==> src/design/rcts_pkg.sv <==
// Shared types and constants of the raycast column texture shader.
`default_nettype none
package rcts_pkg;

  localparam int SCREEN_WIDTH    = 1024;
  localparam int SCREEN_HEIGHT   = 768;
  localparam int TEX_MAX_DIM_DEF = 64;

  localparam logic [31:0] MAGENTA = 32'h00FF00FF;

  localparam logic [1:0] CMD_BEGIN = 2'd0;
  localparam logic [1:0] CMD_SHADE = 2'd1;
  localparam logic [1:0] CMD_LOAD  = 2'd2;

  localparam logic [1:0] REG_CEILING_COLOR = 2'd0;
  localparam logic [1:0] REG_FLOOR_COLOR   = 2'd1;
  localparam logic [1:0] REG_TEX_WIDTH     = 2'd2;
  localparam logic [1:0] REG_TEX_HEIGHT    = 2'd3;

  typedef struct packed {
    logic [1:0]         cmd;
    logic               side;
    logic               facing_positive;
    logic signed [11:0] draw_start;
    logic signed [11:0] draw_stop;
    logic signed [7:0]  tex_column;
    logic signed [31:0] tex_pos_init;
    logic [30:0]        pos_step;
    logic [9:0]         row;
    logic [9:0]         col;
    logic [11:0]        texel_index;
    logic [31:0]        texel_data;
  } item_t;

  typedef struct packed {
    logic [19:0] frame_address;
    logic [31:0] pixel_color;
  } result_t;

  typedef struct packed {
    logic        valid;
    logic        use_texel;
    logic [19:0] frame_address;
    logic [31:0] color;
  } shade_t;

endpackage
`default_nettype wire

==> src/design/rcts_out_stage.sv <==
// Read-wait stage and output register with flow control.
`default_nettype none
module rcts_out_stage import rcts_pkg::*; (
  input  wire logic        clk,
  input  wire logic        rst,
  input  wire shade_t      shade,
  input  wire logic [31:0] texel,
  output logic             hold,
  output logic             result_valid,
  input  wire logic        result_stall,
  output result_t          result
);

  logic        s1_valid;
  logic        s1_use_texel;
  logic [19:0] s1_address;
  logic [31:0] s1_color;
  logic        advance;

  assign advance = !result_valid || !result_stall;
  assign hold    = s1_valid && !advance;

  always_ff @(posedge clk) begin
    if (rst) begin
      s1_valid     <= 1'b0;
      result_valid <= 1'b0;
    end else begin
      if (!s1_valid || advance) begin
        s1_valid <= shade.valid;
      end
      if (advance) begin
        result_valid <= s1_valid;
      end
    end
  end

  always_ff @(posedge clk) begin
    if (!s1_valid || advance) begin
      s1_use_texel <= shade.use_texel;
      s1_address   <= shade.frame_address;
      s1_color     <= shade.color;
    end
    if (advance) begin
      result.frame_address <= s1_address;
      result.pixel_color   <= s1_use_texel ? texel : s1_color;
    end
  end

endmodule
`default_nettype wire

==> config.mk <==
export PLATFORM = sky130hd
export DESIGN_NAME = rcts_out_stage
export DESIGN_NICKNAME = d
export VERILOG_FILES = /design/src/design/rcts_pkg.sv /design/src/design/rcts_out_stage.sv
export SDC_FILE = /design/constraint.sdc
export NUM_CORES = 1
export LEC_CHECK = 0
export ABC_AREA = 1
export BUFFER_PORTS_ARGS = -buffer_cell sky130_fd_sc_hd__buf_2
export CORE_ASPECT_RATIO = 1.2
export CORE_MARGIN = 5
export CORE_UTILIZATION = 45
export CTS_BUF_LIST = sky130_fd_sc_hd__clkbuf_8
export DETAILED_ROUTE_END_ITERATION = 8
export PLACE_DENSITY_LB_ADDON = 0.12
export SETUP_SLACK_MARGIN = 0.1
export SLEW_MARGIN = 20
export SYNTH_ARGS = -nofsm -noshare
export SYNTH_HDL_FRONTEND = slang
export SYNTH_SLANG_ARGS = --single-unit
==> constraint.sdc <==
create_clock -name clk -period 2.9 [get_ports clk]
set_clock_uncertainty 0.2 [all_clocks]
set_input_delay 0.145 -clock clk [delete_from_list [all_inputs] [get_ports clk]]
set_output_delay 0.145 -clock clk [all_outputs]
set_load 0.1 [all_outputs]
==> flow_metrics.tcl, run 1 <==
set metrics [dict create \
    status "finished clean" \
    crit_required_ns 2.99 \
    clk_latency_ns 0.35 \
    fin_cells 576 \
    use_met2_pct 29.02 \
    p_comb_share_pct 22.2 \
    grt_pass1_vias 2738 \
    p_int_mw 2.496 \
    ios 143 \
    synth_fa_ha_area_share_pct 0 \
    start_kind "register" \
    cts_max_level 3 \
    nNetsFinal 543 \
    fp.dieW_um 94.29 \
    pre_cts_slack_ns 1.071 \
    grt.overflow.total 0 \
    period_minus_slack_ns 2.221 \
    syn_nets 306 \
    hold_path_depth 0 \
    synth_compound_area_share_pct 7.273 \
    cp.buffers_inverters 2 \
    fin_util_pct 67.79 \
    busiest_layer "met2" \
    dp.cells 473 \
    powerDensity_nw_per_um2 630.4 \
    ys_ff_latch 107 \
    finalWorstSetupSlack_ns 0.6790 \
    relSlewSlack_pct 45.70 \
    path_delay_family "buffers and inverters" \
    synth_xor_area_share_pct 0 \
    r2r_cells 4 \
    avgSynthCellArea_um2 17.68 \
    timing.hold.ws_ns 0.2208 \
    fp.dieArea_um2 10480 \
    grtUsageTotal_pct 16.16 \
    period_share_pct 76.59 \
    hold_class "reg2reg" \
    syn_area_um2 3836 \
    grt_pass1_wl_mm 12.76 \
    hpwl_mm 4.995 \
    met1_usage_pct 17.67 \
    rsz0062_at_grt "false" \
    swShare_pct 31.06 \
    final_cell_mix "142 x buf_2, 105 x edfxtp_1, 87 x dlygate4sd3_1, 35 x inv_1, 30 x nand2_1" \
    dieHeight_um 111.1 \
    drv_cap 0 \
    power.total_mw 3.620 \
    drt_iter0_drc 123 \
    slowest_stage "dlygate4sd3_1" \
    place_area_um2 4656 \
    hold_end "result[35]" \
    hold_viol_final 0 \
    slew_violations 0 \
    num_rows 37 \
    r2r_end "s1_valid" \
    synth_cell_types 12 \
    avgRoutedWirePerCell_um 13.86 \
    grt_max_degree 51 \
    cts_resized 0 \
    n_antenna_cell 0 \
    hp-start "s1_address[3]" \
    worst_setup_path_end_kind "register" \
    path_cells "nand3_4 > buf_4 > a21oi_1 > dlygate4sd3_1" \
    ant_nets 0 \
    switchingPower_mw 1.124 \
    grt_antenna_before_repair 0 \
    start_util_pct 45.28 \
    crit_cells 4 \
    crit_fanout 33 \
    syn_to_final_growth_pct 49.71 \
    clk_pin_slew_ns 0.10 \
    synth-simple-area-share_pct 3.490 \
    final_common_cell "buf_2" \
    irDropWorstVdd_mv 0.3682 \
    vias 2458 \
    dr.pass1.iters 4 \
    cts_buffers 9 \
    synthMuxAreaShare_pct 0 \
    pwr-share-clk_pct 26.6 \
    wl_mm 7.982 \
    synth_top_family_by_area "compound AO/OA/AOI/OAI gates" \
    arrival_ns 2.31 \
    slowest_delay_ns 0.55 \
    criticalPathCategory "reg2reg" \
    syn_inst 217 \
    p_leak_nw 2.527 \
    core-area_um2 8472 \
    rrSetupSlack_ns 0.68 \
    tightest_slew_ns 0.8116 \
    io_buffer_count 142 \
    setup_viol 0 \
    clock_sinks 107 \
    timing.rr.start "result_valid" \
    post_cts_buffers 0 \
    max-clock-path-buffers 2 \
    seqPwrFrac_pct 51.1 \
    drive_gt1_share_pct 42.48 \
    synth_warnings 0 \
    final_area_um2 5743 \
    root_buffer "clkbuf_8" \
    synth.yosys.seq_area_share_pct 83.24 \
    drc 0 \
    gp_congestion 0.7069 \
    fmax_ghz 0.4502 \
    use_met3_pct 3.734 \
    vias_per_cell 4.267 \
    cts_tree "done" \
    fin_setup_tns_ns 0 \
]
## Yosys cell counts, drive strengths merged
| library cell | count | area [um2] |
|---|---|---|
| a21oi | 2 | 10.01 |
| edfxtp | 105 | 3153 |
| nand2 | 33 | 128.9 |
| buf | 7 | 98.84 |
| o21ai | 32 | 269.0 |
| nand3 | 1 | 5.000 |
| dfxtp | 2 | 40.04 |
| inv | 35 | 131.4 |
## worst register-to-register path, cell delays in order (launching register included)
cell	delay [ns]
dfxtp_1	0.42
nand3_4	0.41
buf_4	0.42
a21oi_1	0.17
dlygate4sd3_1	0.55
## layout make-up
cell class / instances / area (um2)
inverters: 35 / 135.1
repair buffers: 233 / 1624
multi-input cells: 68 / 427.9
well taps: 117 / 146.4
fillers: 604 / 2729
clock inverters: 7 / 92.59
flip-flops and latches: 107 / 3193
clock buffers: 9 / 123.9
## worst max path at each step
stage | startpoint | endpoint | slack (ns)
floorplan | result_valid | hold | 0.23
global placement | result_valid | result[34] | 1.13
detailed placement | result_valid | result[47] | 1.07
CTS | result_valid | s1_valid | 0.65
global route | result_valid | s1_valid | 0.55
finish | result_valid | s1_valid | 0.68
## power groups by stage
stage,Sequential [mW],Clock (mW),Combinational (mW)
3_3_place_gp,1.88,0,0.710
4_1_cts,1.85,0.988,0.808
5_1_grt,1.86,1.05,0.838
2_1_floorplan,2.37,0,0.0940
3_5_place_dp,1.89,0,0.716
6_report,1.85,0.964,0.805
## state kept, by name (all words and copies together), names as in the netlist
name,cells
result,52
s1_address,20
s1_use_texel,1
s1_color,32
s1_valid,1
result_valid,1
## kinds of logic (layout without fill, tap and decap cells)
logic type | count (synthesis) | in the layout
AOI/OAI and AO/OA | 34 | 34
buffers and inverters | 42 | 284
and+or+nand+nor | 34 | 34
DFF | 107 | 107
## repair_timing
action                     in CTS  in global routing
hold buffers                   87                  0
setup endpoints to repair       0                  0
hold endpoints to repair       87                  0
## layer usage
metal,up-vias,wire [um]
met5,-,0
met3,15,495
met1,1114,2994
li1,1236,-
met4,0,180
met2,93,4311
(Power assumes the default switching activity.)
==> run 2: changes to the inputs <==
Clock period 2.9 ns to 1.95 ns, I/O delays scaled along.
==> flow_metrics.tcl, run 2 (synthesized netlist as in run 1, its figures left out) <==
set metrics [dict create \
    status "finished clean" \
    multiInputGateArea_um2 427.9 \
    regArea_um2 3197 \
    crit_fanout 18 \
    place_area_um2 4702 \
    fillers 605 \
    post_cts_buffers 0 \
    irDropWorstVdd_mv 0.5189 \
    clock_sinks 107 \
    clk_latency_ns 0.35 \
    grt_pass1_vias 2560 \
    grt_pass1_wl_mm 12.19 \
    grt_antenna_before_repair 0 \
    final_area_um2 5758 \
    hold_class "in2reg" \
    nNetsFinal 545 \
    power.total_mw 5.225 \
    start_util_pct 45.28 \
    avgRoutedWirePerCell_um 13.60 \
    wl_mm 7.858 \
    met1_usage_pct 17.96 \
    tightest_slew_ns 0.5157 \
    setup_viol 0 \
    period_minus_slack_ns 1.668 \
    root_buffer "clkbuf_8" \
    grtUsageTotal_pct 15.63 \
    powerDensity_nw_per_um2 907.4 \
    fin_cells 578 \
    hpwl_mm 4.889 \
    worst_setup_path_end_kind "output pin" \
    gp_congestion 0.7317 \
    cts_tree "done" \
    fp.dieW_um 94.29 \
    busiest_layer "met2" \
    ios 143 \
    drive_gt1_share_pct 42.52 \
    hp-start "result_stall" \
    hold_path_depth 3 \
    drc 0 \
    dieHeight_um 111.1 \
    fp.dieArea_um2 10480 \
    clk_pin_slew_ns 0.09 \
    max-clock-path-buffers 2 \
    ant_nets 0 \
    hold_end "s1_valid" \
    final_cell_mix "141 x buf_2, 105 x edfxtp_1, 87 x dlygate4sd3_1, 36 x inv_1, 30 x nand2_1" \
    rsz0062_at_grt "false" \
    r2r_cells 2 \
    drt_iter0_drc 52 \
    drv_cap 0 \
    dr.pass1.iters 4 \
    n_antenna_cell 0 \
    criticalPathCategory "reg2out" \
    core-area_um2 8472 \
    cts_resized 0 \
    vias 2418 \
    rrSetupSlack_ns 0.48 \
    arrival_ns 1.37 \
    hold_viol_final 0 \
    fin_util_pct 67.97 \
    largest_reg_flops 52 \
    syn_to_final_growth_pct 50.10 \
    dp.cells 475 \
    cts_max_level 3 \
    reg_top3 "result (52), s1_color (32), s1_address (20)" \
    fmax_ghz 0.5994 \
    period_share_pct 85.56 \
    num_rows 37 \
    grt.overflow.total 0 \
    cts_buffers 9 \
    grt_max_degree 48 \
    timing.rr.start "result_valid" \
    p_leak_nw 2.533 \
    use_met3_pct 3.123 \
    io_buffer_count 142 \
    final_common_cell "buf_2" \
    fin_setup_tns_ns 0 \
    use_met2_pct 26.99 \
    relSlewSlack_pct 65.86 \
    crit_required_ns 1.65 \
    slew_violations 0 \
    vias_per_cell 4.183 \
    start_kind "register" \
    r2r_end "s1_color[24]" \
    regMostFlops "result" \
]
==> run 2: what timing repair did <==
item,CTS,global route
hold buffers,87,0
endpoints found under the hold margin,87,0
setup endpoints to repair,0,0
==> run 2: how the worst max path moves through the flow <==
stage,start,end,cells past startpoint
2_1_floorplan,result_valid,hold,2
3_3_place_gp,result_valid,s1_color[2],2
3_5_place_dp,result_valid,s1_color[23],2
4_1_cts,s1_valid,hold,3
5_1_grt,s1_valid,hold,3
6_report,s1_valid,hold,3
==> run 2: routing by layer <==
metal / vias to the layer above / share of wire, %
li1: 1241 / -
met1: 1077 / 38
met2: 88 / 54
met3: 12 / 5.8
met4: 0 / 2.1
met5: - / 0
==> run 2: power breakdown <==
group	internal [mW]	leakage (nW)	switching (mW)
Combinational	0.290	1.31	0.915
Sequential	2.70	1.13	0.0426
Clock	0.579	0.0953	0.695
Total	3.57	2.53	1.65
==> run 2: cell type report <==
type                    instances  area share (%)
inverters                      35           2.347
multi-input cells              68           7.432
clock buffers                   9           2.151
well taps                     117           2.542
repair buffers                235           28.94
flip-flops and latches        107           55.52
clock inverters                 7           1.065
==> run 2: critical path, cell delays in order, from the launching register on <==
cell,delay (ns)
dfxtp_1,0.38
nand3_4,0.26
clkinvlp_4,0.20
buf_12,0.18
==> run 2: per-stage QoR <==
step,worst slack [ns],hold WS (ns)
2_1_floorplan,0.02245,-0.04314
3_3_place_gp,0.4783,0.06532
3_5_place_dp,0.4686,0.06331
4_1_cts,0.2295,0.05261
5_1_grt,0.1431,0.09420
6_report,0.2817,0.06168
