--- src/design/rcts_pkg.sv ---
// Shared types and constants of the raycast column texture shader.
`default_nettype none
package rcts_pkg;

  localparam int SCREEN_WIDTH    = 1024;
  localparam int SCREEN_HEIGHT   = 768;
  localparam int TEX_MAX_DIM_DEF = 64;

  localparam logic [31:0] MAGENTA = 32'h00FF00FF;

  localparam logic [1:0] CMD_BEGIN = 2'd0;
  localparam logic [1:0] CMD_SHADE = 2'd1;
  localparam logic [1:0] CMD_LOAD  = 2'd2;

  localparam logic [1:0] REG_CEILING_COLOR = 2'd0;
  localparam logic [1:0] REG_FLOOR_COLOR   = 2'd1;
  localparam logic [1:0] REG_TEX_WIDTH     = 2'd2;
  localparam logic [1:0] REG_TEX_HEIGHT    = 2'd3;

  typedef struct packed {
    logic [1:0]         cmd;
    logic               side;
    logic               facing_positive;
    logic signed [11:0] draw_start;
    logic signed [11:0] draw_stop;
    logic signed [7:0]  tex_column;
    logic signed [31:0] tex_pos_init;
    logic [30:0]        pos_step;
    logic [9:0]         row;
    logic [9:0]         col;
    logic [11:0]        texel_index;
    logic [31:0]        texel_data;
  } item_t;

  typedef struct packed {
    logic [19:0] frame_address;
    logic [31:0] pixel_color;
  } result_t;

  typedef struct packed {
    logic        valid;
    logic        use_texel;
    logic [19:0] frame_address;
    logic [31:0] color;
  } shade_t;

endpackage
`default_nettype wire

--- src/design/rcts_front.sv ---
// Column state, configuration registers, span test and texel address generation.
`default_nettype none
module rcts_front import rcts_pkg::*; #(
  parameter  int TEX_MAX_DIM = TEX_MAX_DIM_DEF,
  localparam int TEX_SLOT    = TEX_MAX_DIM * TEX_MAX_DIM,
  localparam int ADDR_W      = $clog2(4 * TEX_SLOT)
) (
  input  wire logic              clk,
  input  wire logic              rst,
  input  wire logic              cfg_we,
  input  wire logic [1:0]        cfg_index,
  input  wire logic [31:0]       cfg_data,
  input  wire logic              accept,
  input  wire item_t             item,
  output shade_t                 shade,
  output logic                   wr_en,
  output logic [ADDR_W-1:0]      wr_addr,
  output logic [31:0]            wr_data,
  output logic [ADDR_W-1:0]      rd_addr
);

  logic [3:0]         loaded;
  logic [1:0]         sel;
  logic signed [11:0] span_start;
  logic signed [11:0] span_stop;
  logic signed [7:0]  column_texel;
  logic signed [31:0] acc;
  logic [30:0]        step;
  logic [31:0]        ceiling_color;
  logic [31:0]        floor_color;
  logic [6:0]         tex_width;
  logic [6:0]         tex_height;

  logic               on_screen;
  logic               is_shade;
  logic signed [12:0] row_s;
  logic signed [12:0] start_x;
  logic signed [12:0] stop_x;
  logic               above;
  logic               below;
  logic [6:0]         w_sat;
  logic [6:0]         h_sat;
  logic               empty;
  logic [14:0]        ty_raw;
  logic [6:0]         ty;
  logic [6:0]         tx_raw;
  logic [6:0]         tx;
  logic [13:0]        offset;
  logic               use_texel;
  logic signed [32:0] acc_sum;
  logic signed [31:0] acc_next;
  logic [1:0]         code;

  assign on_screen = (32'(item.row) < SCREEN_HEIGHT) && (32'(item.col) < SCREEN_WIDTH);
  assign is_shade  = accept && (item.cmd == CMD_SHADE) && on_screen;

  assign row_s   = {3'b000, item.row};
  assign start_x = {span_start[11], span_start};
  assign stop_x  = {span_stop[11], span_stop};
  assign above   = row_s < start_x;
  assign below   = row_s > stop_x;

  assign w_sat = (32'(tex_width) > TEX_MAX_DIM) ? 7'(TEX_MAX_DIM) : tex_width;
  assign h_sat = (32'(tex_height) > TEX_MAX_DIM) ? 7'(TEX_MAX_DIM) : tex_height;
  assign empty = !loaded[sel] || (w_sat == 7'd0) || (h_sat == 7'd0);

  assign ty_raw = acc[31] ? 15'd0 : acc[30:16];
  assign ty     = (ty_raw >= {8'd0, h_sat}) ? h_sat - 7'd1 : ty_raw[6:0];
  assign tx_raw = column_texel[7] ? 7'd0 : column_texel[6:0];
  assign tx     = (tx_raw >= w_sat) ? w_sat - 7'd1 : tx_raw;
  assign offset = 14'(ty) * 14'(w_sat) + 14'(tx);
  assign rd_addr = ADDR_W'(32'(sel) * TEX_SLOT + 32'(offset));

  assign use_texel = is_shade && !above && !below && !empty;

  assign acc_sum  = {acc[31], acc} + {2'b00, step};
  assign acc_next = (!acc_sum[32] && acc_sum[31]) ? 32'sh7FFFFFFF : acc_sum[31:0];

  assign code    = {item.side, item.facing_positive};
  assign wr_en   = accept && (item.cmd == CMD_LOAD) && (32'(item.texel_index) < TEX_SLOT);
  assign wr_addr = ADDR_W'(32'(code) * TEX_SLOT + 32'(item.texel_index));
  assign wr_data = item.texel_data;

  always_comb begin
    shade.valid         = is_shade;
    shade.use_texel     = use_texel;
    shade.frame_address = 20'(32'(item.row) * SCREEN_WIDTH + 32'(item.col));
    if (above) begin
      shade.color = ceiling_color;
    end else if (below) begin
      shade.color = floor_color;
    end else begin
      shade.color = MAGENTA;
    end
  end

  always_ff @(posedge clk) begin
    if (rst) begin
      loaded        <= '0;
      sel           <= '0;
      span_start    <= '0;
      span_stop     <= '0;
      column_texel  <= '0;
      acc           <= '0;
      step          <= '0;
      ceiling_color <= '0;
      floor_color   <= '0;
      tex_width     <= 7'd64;
      tex_height    <= 7'd64;
    end else begin
      if (cfg_we) begin
        unique case (cfg_index)
          REG_CEILING_COLOR: ceiling_color <= cfg_data;
          REG_FLOOR_COLOR:   floor_color   <= cfg_data;
          REG_TEX_WIDTH:     tex_width     <= cfg_data[6:0];
          REG_TEX_HEIGHT:    tex_height    <= cfg_data[6:0];
        endcase
      end
      if (accept && (item.cmd == CMD_BEGIN)) begin
        sel          <= code;
        span_start   <= item.draw_start;
        span_stop    <= item.draw_stop;
        column_texel <= item.tex_column;
        acc          <= item.tex_pos_init;
        step         <= item.pos_step;
      end
      if (use_texel) begin
        acc <= acc_next;
      end
      if (wr_en) begin
        loaded[code] <= 1'b1;
      end
    end
  end

endmodule
`default_nettype wire

--- config.mk ---
export PLATFORM = sky130hd
export DESIGN_NAME = rcts_front
export DESIGN_NICKNAME = d
export VERILOG_FILES = /design/src/design/rcts_pkg.sv /design/src/design/rcts_front.sv
export SDC_FILE = /design/constraint.sdc
export NUM_CORES = 1
export LEC_CHECK = 0
export BUFFER_PORTS_ARGS = -buffer_cell sky130_fd_sc_hd__buf_2
export CORE_ASPECT_RATIO = 1.1
export CORE_MARGIN = 2
export CORE_UTILIZATION = 56
export CTS_BUF_LIST = sky130_fd_sc_hd__clkbuf_2 sky130_fd_sc_hd__clkbuf_4 sky130_fd_sc_hd__clkbuf_8
export DETAILED_ROUTE_END_ITERATION = 10
export PLACE_DENSITY = 0.84
export SYNTH_ARGS = -nofsm -noshare
export SYNTH_HDL_FRONTEND = slang
export SYNTH_SLANG_ARGS = --single-unit
--- constraint.sdc ---
create_clock -name clk -period 10.05 [get_ports clk]
set_clock_uncertainty 0.2 [all_clocks]
set_input_delay 2.5125 -clock clk [delete_from_list [all_inputs] [get_ports clk]]
set_output_delay 2.5125 -clock clk [all_outputs]
set_load 0.005 [all_outputs]
==> results.json, run 1 <==
{
  "ys_async_sr_fraction_pct": 0,
  "syn_area_um2": 12500,
  "wl_per_cell_um": 15.9,
  "power.total_mw": 1.64,
  "crit_path_max_fanout": 11,
  "io_buffers": 207,
  "num_vias": 11000,
  "p_leak_nw": 5.98,
  "syn_avg_cell_area_um2": 8.15,
  "grt_usage_pct": 26.0,
  "maxSlewHeadroom_pct": 28.1,
  "yosys-top-cells-area": "dfxtp_1 29%, ha_1 10%, nand2_1 9.5%",
  "dp_hpwl_um": 22300,
  "worstSetupEndpoint": "rd_addr[12]",
  "synth_top_area_share_pct": 28.8,
  "avgViaCountPerCell": 5.66,
  "worstPathArrival_ps": 6930,
  "worst_pin_slew_ps": 1080,
  "totalWireLength_um": 30800,
  "maxCapViolCount": 0,
  "post-route-min-period_ps": 9650,
  "syn_inst": 1528,
  "worst-setup-path-type": "reg -> out",
  "ys.flop_type": "dfxtp_1",
  "clk_latency_ps": 490,
  "start_util_pct": 56.7,
  "pin_count": 316,
  "synth-seq-cells": 179,
  "clock_path_buffers": 2,
  "critPathLaunchType": "flop",
  "die_w_um": 146,
  "core_area_um2": 22000,
  "num_rows": 57,
  "slew_violations": 0,
  "grt_max_degree": 103,
  "syn_nets": 1864,
  "worst_r2r_endpoint": "acc[27]",
  "endpoint_kind": "output port",
  "seq_area_frac_synth_pct": 28.8,
  "grt.overflow.total": 0,
  "drive_above_1_share_pct": 19.3,
  "fin_crit_sh_pct": 96.0,
  "first_global_vias": 10800,
  "ant_nets": 0,
  "cts-root-buf": "clkbuf_8",
  "reg2reg_from": "tex_width[6]",
  "drtIter0Drc": 817,
  "worstRegToRegCells": 11,
  "hp-class": "reg -> reg",
  "cts_tree": "yes",
  "num-fill-cells": 1954,
  "cp.required_ps": 7340,
  "grt_pass1_wl_um": 51000,
  "drtPass1Iterations": 7,
  "yosysTopAreaCell": "dfxtp_1",
  "cellPowerDensity_nw_per_um2": 121,
  "utilization_pct": 61.9,
  "fin_nets": 1962,
  "die_area_um2": 23500,
  "critPathLaunch": "tex_height[6]",
  "h-tree-depth": 4,
  "die_h_um": 160,
  "ir_worst_vdd_uv": 81.9,
  "cts-buffers-inserted": 17,
  "clkSlewWorstSetupHoldPaths_ps": 110,
  "clock-sinks": 179,
  "finalSetupTns_ps": 0,
  "fmax_mhz": 104,
  "setup_violations": 0,
  "drc": 0,
  "gp_congestion": 0.935,
  "synth-edff-count": 0,
  "ys.warnings.count": 0,
  "area.growth.synth_to_final_pct": 9.23,
  "rsz0062_at_grt": "no",
  "antenna_found_initial": 0,
  "yosysUniqueCellTypes": 69,
  "hold_violations": 0,
  "rrSetupSlack_ps": 6430,
  "status": "finished, final reports clean"
}
==> Yosys cell counts, drive strengths merged, types with 4 or more instances <==
| master | n |
|---|---|
| nand2 | 315 |
| a21oi | 183 |
| dfxtp | 179 |
| ha | 103 |
| inv | 90 |
| nor2 | 90 |
| buf | 86 |
| clkbuf | 58 |
| mux2i | 54 |
| fa | 32 |
| a221oi | 31 |
| xnor2 | 27 |
| o21ai | 26 |
| a21o | 24 |
| nor2b | 21 |
| xor2 | 19 |
| nand2b | 18 |
| a22o | 16 |
| nand3 | 16 |
| o22a | 16 |
| nor3 | 10 |
| a31oi | 9 |
| or2 | 8 |
| a211oi | 7 |
| nand4 | 7 |
| nor4 | 7 |
| nor3b | 6 |
| and3 | 5 |
| o211ai | 5 |
| o21a | 5 |
| o21bai | 5 |
| o31ai | 5 |
| and2 | 4 |
| nand3b | 4 |
==> routing by layer <==
layer  wire length, um  track usage [%]
met1             13100             32.2
met3              2020             5.45
met5                 0                0
met4               787             9.84
met2             14900             44.6
==> kinds of logic (layout without fill, tap and decap cells) <==
family / Yosys count / count (layout) / share of synthesized area [%]
compound gates: 350 / 350 / 19.2
xor+xnor: 46 / 46 / 3.23
fa+ha+maj: 135 / 135 / 15.5
buf+inv: 235 / 346 / 9.91
flops: 179 / 179 / 28.8
mux: 58 / 58 / 4.79
other cells: 0 / 1 / 0
simple gates: 525 / 525 / 18.6
==> registers in the layout, indices dropped and copies added (netlist names) <==
signal         cells
floor_color       32
column_texel       8
step              31
ceiling_color     32
loaded             4
acc               32
span_start        12
span_stop         12
tex_height         7
tex_width          7
sel                2
==> cell usage in the layout, fill, tap and decap left out, drive strengths merged, types with 21 or more instances in the layout <==
cell type | netlist | routed
mux2i | 54 | 54
a21oi | 183 | 183
inv | 90 | 99
a21o | 24 | 24
dfxtp | 179 | 179
nor2b | 21 | 21
xnor2 | 27 | 27
o21ai | 26 | 26
a221oi | 31 | 31
nor2 | 90 | 90
fa | 32 | 32
nand2 | 315 | 315
ha | 103 | 103
buf | 86 | 223
==> critical path: stages, from the launching register on <==
cell	delay, ps
dfxtp_2	370
inv_4	60
nand2_1	110
inv_1	70
ha_1	280
nand2b_1	130
a21o_1	170
a21o_1	160
a21o_1	180
a21oi_2	170
o21ai_4	120
mux2_4	360
or2_2	300
fa_1	510
fa_1	560
inv_1	60
fa_1	520
inv_1	50
fa_1	520
inv_1	40
ha_1	330
a21boi_0	160
o21ai_1	200
a21oi_1	110
o21ai_1	160
or4b_1	450
o311ai_0	110
buf_2	170
==> final cells by class <==
cell class / instances / area [um^2] / area share (%)
Antenna cell: 1 / 2.50 / 0.0184
Clock buffer: 17 / 234 / 1.72
Clock inverter: 15 / 216 / 1.59
Inverter: 91 / 344 / 2.53
Multi-Input combinational cell: 1114 / 7690 / 56.5
Sequential cell: 179 / 3590 / 26.4
Tap cell: 295 / 369 / 2.71
Timing Repair Buffer: 223 / 1160 / 8.54
==> how the worst min path moves through the flow <==
| stage | start | end | slack (ps) | cells past startpoint |
|---|---|---|---|---|
| 4_1_cts | floor_color[5] | floor_color[5] | 260 | 2 |
| 5_1_grt | ceiling_color[19] | ceiling_color[19] | 280 | 2 |
| 3_3_place_gp | column_texel[3] | column_texel[3] | 240 | 2 |
| 3_5_place_dp | floor_color[5] | floor_color[5] | 250 | 2 |
| 6_report | floor_color[5] | floor_color[5] | 260 | 2 |
| 2_1_floorplan | loaded[2] | loaded[2] | 230 | 2 |
==> where the power goes <==
part	leakage (nW)	internal, mW	switching [mW]
clock	0.220	0.203	0.339
sequential	1.45	0.733	0.0161
combinational	4.30	0.154	0.199
total	5.98	1.09	0.554
==> per-stage QoR <==
| step | setup WS [ps] | instances | hold slack (ps) | cell area, um^2 |
|---|---|---|---|---|
| after detailed placement | 646 | 1898 | 248 | 13100 |
| after global placement | 796 | 1898 | 237 | 13100 |
| after CTS | 109 | 1930 | 265 | 13500 |
| final | 404 | 1935 | 261 | 13600 |
| after global routing | 5.03 | 1934 | 282 | 13600 |
| after floorplan | 1080 | 1528 | 231 | 12500 |
==> repair_timing <==
item | in CTS | in global routing
setup buffers | 0 | 4
gates resized for setup | 0 | 13
hold buffers | 0 | 0
endpoints found under the setup margin | 0 | 1
No activity file was read; power rests on OpenSTA's default activity.
==> run 2: changes to the inputs <==
--- a/config.mk
+++ b/config.mk
@@ -8,10 +8,10 @@
 export BUFFER_PORTS_ARGS = -buffer_cell sky130_fd_sc_hd__buf_2
 export CORE_ASPECT_RATIO = 1.1
 export CORE_MARGIN = 2
-export CORE_UTILIZATION = 56
-export CTS_BUF_LIST = sky130_fd_sc_hd__clkbuf_2 sky130_fd_sc_hd__clkbuf_4 sky130_fd_sc_hd__clkbuf_8
+export CORE_UTILIZATION = 55
+export CTS_BUF_LIST = sky130_fd_sc_hd__clkbuf_16
 export DETAILED_ROUTE_END_ITERATION = 10
-export PLACE_DENSITY = 0.84
+export PLACE_DENSITY = 0.82
 export SYNTH_ARGS = -nofsm -noshare
 export SYNTH_HDL_FRONTEND = slang
 export SYNTH_SLANG_ARGS = --single-unit
==> run 2 against run 1 <==
Net effect: total power rose by 8.7%; combinational power fell by 2%; via count fell by 1.1%; critical path depth did not move; die area rose by 1.8%; cell area rose by 0.81%.
==> results.json, run 2 (same netlist as run 1, synthesis figures left out) <==
{
  "endpoint_kind": "output port",
  "fmax_mhz": 103,
  "diodes": 0,
  "clock_path_buffers": 2,
  "final_area_um2": 13700,
  "drtPass1Iterations": 5,
  "slew_violations": 0,
  "die_area_um2": 23900,
  "crit_path_max_fanout": 11,
  "path_delay_family": "adder cells",
  "layout_commonest_cell": "nand2_1",
  "dp_slack_ps": 619,
  "reg2reg_from": "tex_width[6]",
  "pin_count": 316,
  "num-fill-cells": 1870,
  "ant_nets": 0,
  "most-common-layout-cells": "315 x nand2_1, 206 x buf_2, 180 x a21oi_1",
  "post_cts_buffers": 0,
  "path_buf_inv": 6,
  "clock-sinks": 179,
  "worst_hold_slack_ps": 250,
  "grt.overflow.total": 0,
  "num_vias": 10800,
  "area.growth.synth_to_final_pct": 10.1,
  "grt_usage_pct": 25.5,
  "maxCapViolCount": 0,
  "start_util_pct": 56.2,
  "critPathLaunchType": "flop",
  "first_global_vias": 10400,
  "totalWireLength_um": 31000,
  "h-tree-depth": 4,
  "grt_max_degree": 109,
  "cts-root-buf": "clkbuf_16",
  "worst_pin_slew_ps": 1140,
  "critPathLaunch": "tex_height[6]",
  "setup_violations": 0,
  "hold_buffers": 0,
  "grt_pass1_wl_um": 50000,
  "p_leak_nw": 6.01,
  "core_area_um2": 22200,
  "top_regs": "acc (32), ceiling_color (32), floor_color (32)",
  "hp-class": "reg -> reg",
  "cts-buffers-inserted": 17,
  "place_area_um2": 13100,
  "drive_above_1_share_pct": 19.1,
  "cp.required_ps": 7340,
  "fin_crit_sh_pct": 96.1,
  "avgViaCountPerCell": 5.62,
  "min_from": "column_texel[4]",
  "post-route-min-period_ps": 9660,
  "gp_congestion": 0.934,
  "clkSlewWorstSetupHoldPaths_ps": 70,
  "fin_nets": 1955,
  "num_rows": 57,
  "die_w_um": 147,
  "worstPathArrival_ps": 6950,
  "hold_violations": 0,
  "antenna_found_initial": 1,
  "clk_latency_ps": 430,
  "cts_tree": "yes",
  "status": "finished, final reports clean",
  "ir_worst_vdd_uv": 111,
  "cp_slowest_stage_delay_ps": 540,
  "die_h_um": 162,
  "drtIter0Drc": 633,
  "drc": 0,
  "maxSlewHeadroom_pct": 24.1,
  "wl_per_cell_um": 16.1,
  "worst-setup-path-type": "reg -> out",
  "cellPowerDensity_nw_per_um2": 130,
  "io_buffers": 207,
  "slowest_stage": "fa_1",
  "dp_hpwl_um": 22600,
  "fin_ws_ps": 387
}
-- run 2: cell types whose count changed in the layout (fill, tap and decap cells not counted), sizes merged --
cell / delta
buf: -7
clkinvlp: +3
clkinv: -2
diode: -1
inv: -1
-- run 2: worst reg2reg max path: stages (launching register included) --
cell and delay, ps:
dfxtp_1 370, clkinvlp_4 210, nand2_1 300, ha_1 320, a31oi_1 230, nand3_1 130, or3_2 540, buf_4 350
a21oi_4 320, buf_4 490, a221oi_2 160
-- run 2: repair_timing --
item	in CTS	in global routing
endpoints found under the hold margin	0	0
resized for setup	0	12
setup endpoints to repair	0	1
-- run 2: area by class of cell --
cell class | instances | area [um^2] | area share (%)
flip-flops and latches | 179 | 3580 | 26.1
well taps | 295 | 369 | 2.69
clock inverters | 15 | 194 | 1.41
inverters | 91 | 345 | 2.52
multi-input cells | 1114 | 7690 | 56.0
repair buffers | 216 | 1110 | 8.09
clock buffers | 17 | 425 | 3.10
-- run 2: power breakdown --
group	switching, mW	total [mW]	leakage (nW)	internal, mW
clock network	0.350	0.693	0.292	0.343
logic	0.197	0.346	4.26	0.149
registers	0.0162	0.749	1.46	0.733
total	0.563	1.79	6.01	1.22
-- run 2: worst paths after layout --
| check | to | slack, ps | cells past startpoint |
|---|---|---|---|
| hold reg to reg | column_texel[4] | 250 | 2 |
| setup / recovery | rd_addr[12] | 390 | 27 |
| setup reg to reg | acc[0] | 6290 | 10 |
| hold / removal | column_texel[4] | 250 | 2 |
-- run 2: routing by layer --
metal | GRT usage (%) | share of wire [%] | up-vias
met2 | 45.3 | 50 | 331
met4 | 7.56 | 1.8 | 0
li1 | - | - | 5357
met1 | 31.7 | 43 | 5107
met3 | 4.35 | 5.4 | 38
met5 | 0 | 0 | -
-- run 2: metrics by stage --
step	util, %	cells	power, mW	TNS (ps)
4_1_cts	61.7	1927	1.80	0
3_5_place_dp	58.9	1895	1.11	0
3_3_place_gp	58.9	1895	1.09	0
2_1_floorplan	-	1528	1.01	0
6_report	61.8	1927	1.79	0
5_1_grt	61.8	1927	1.87	-19.4
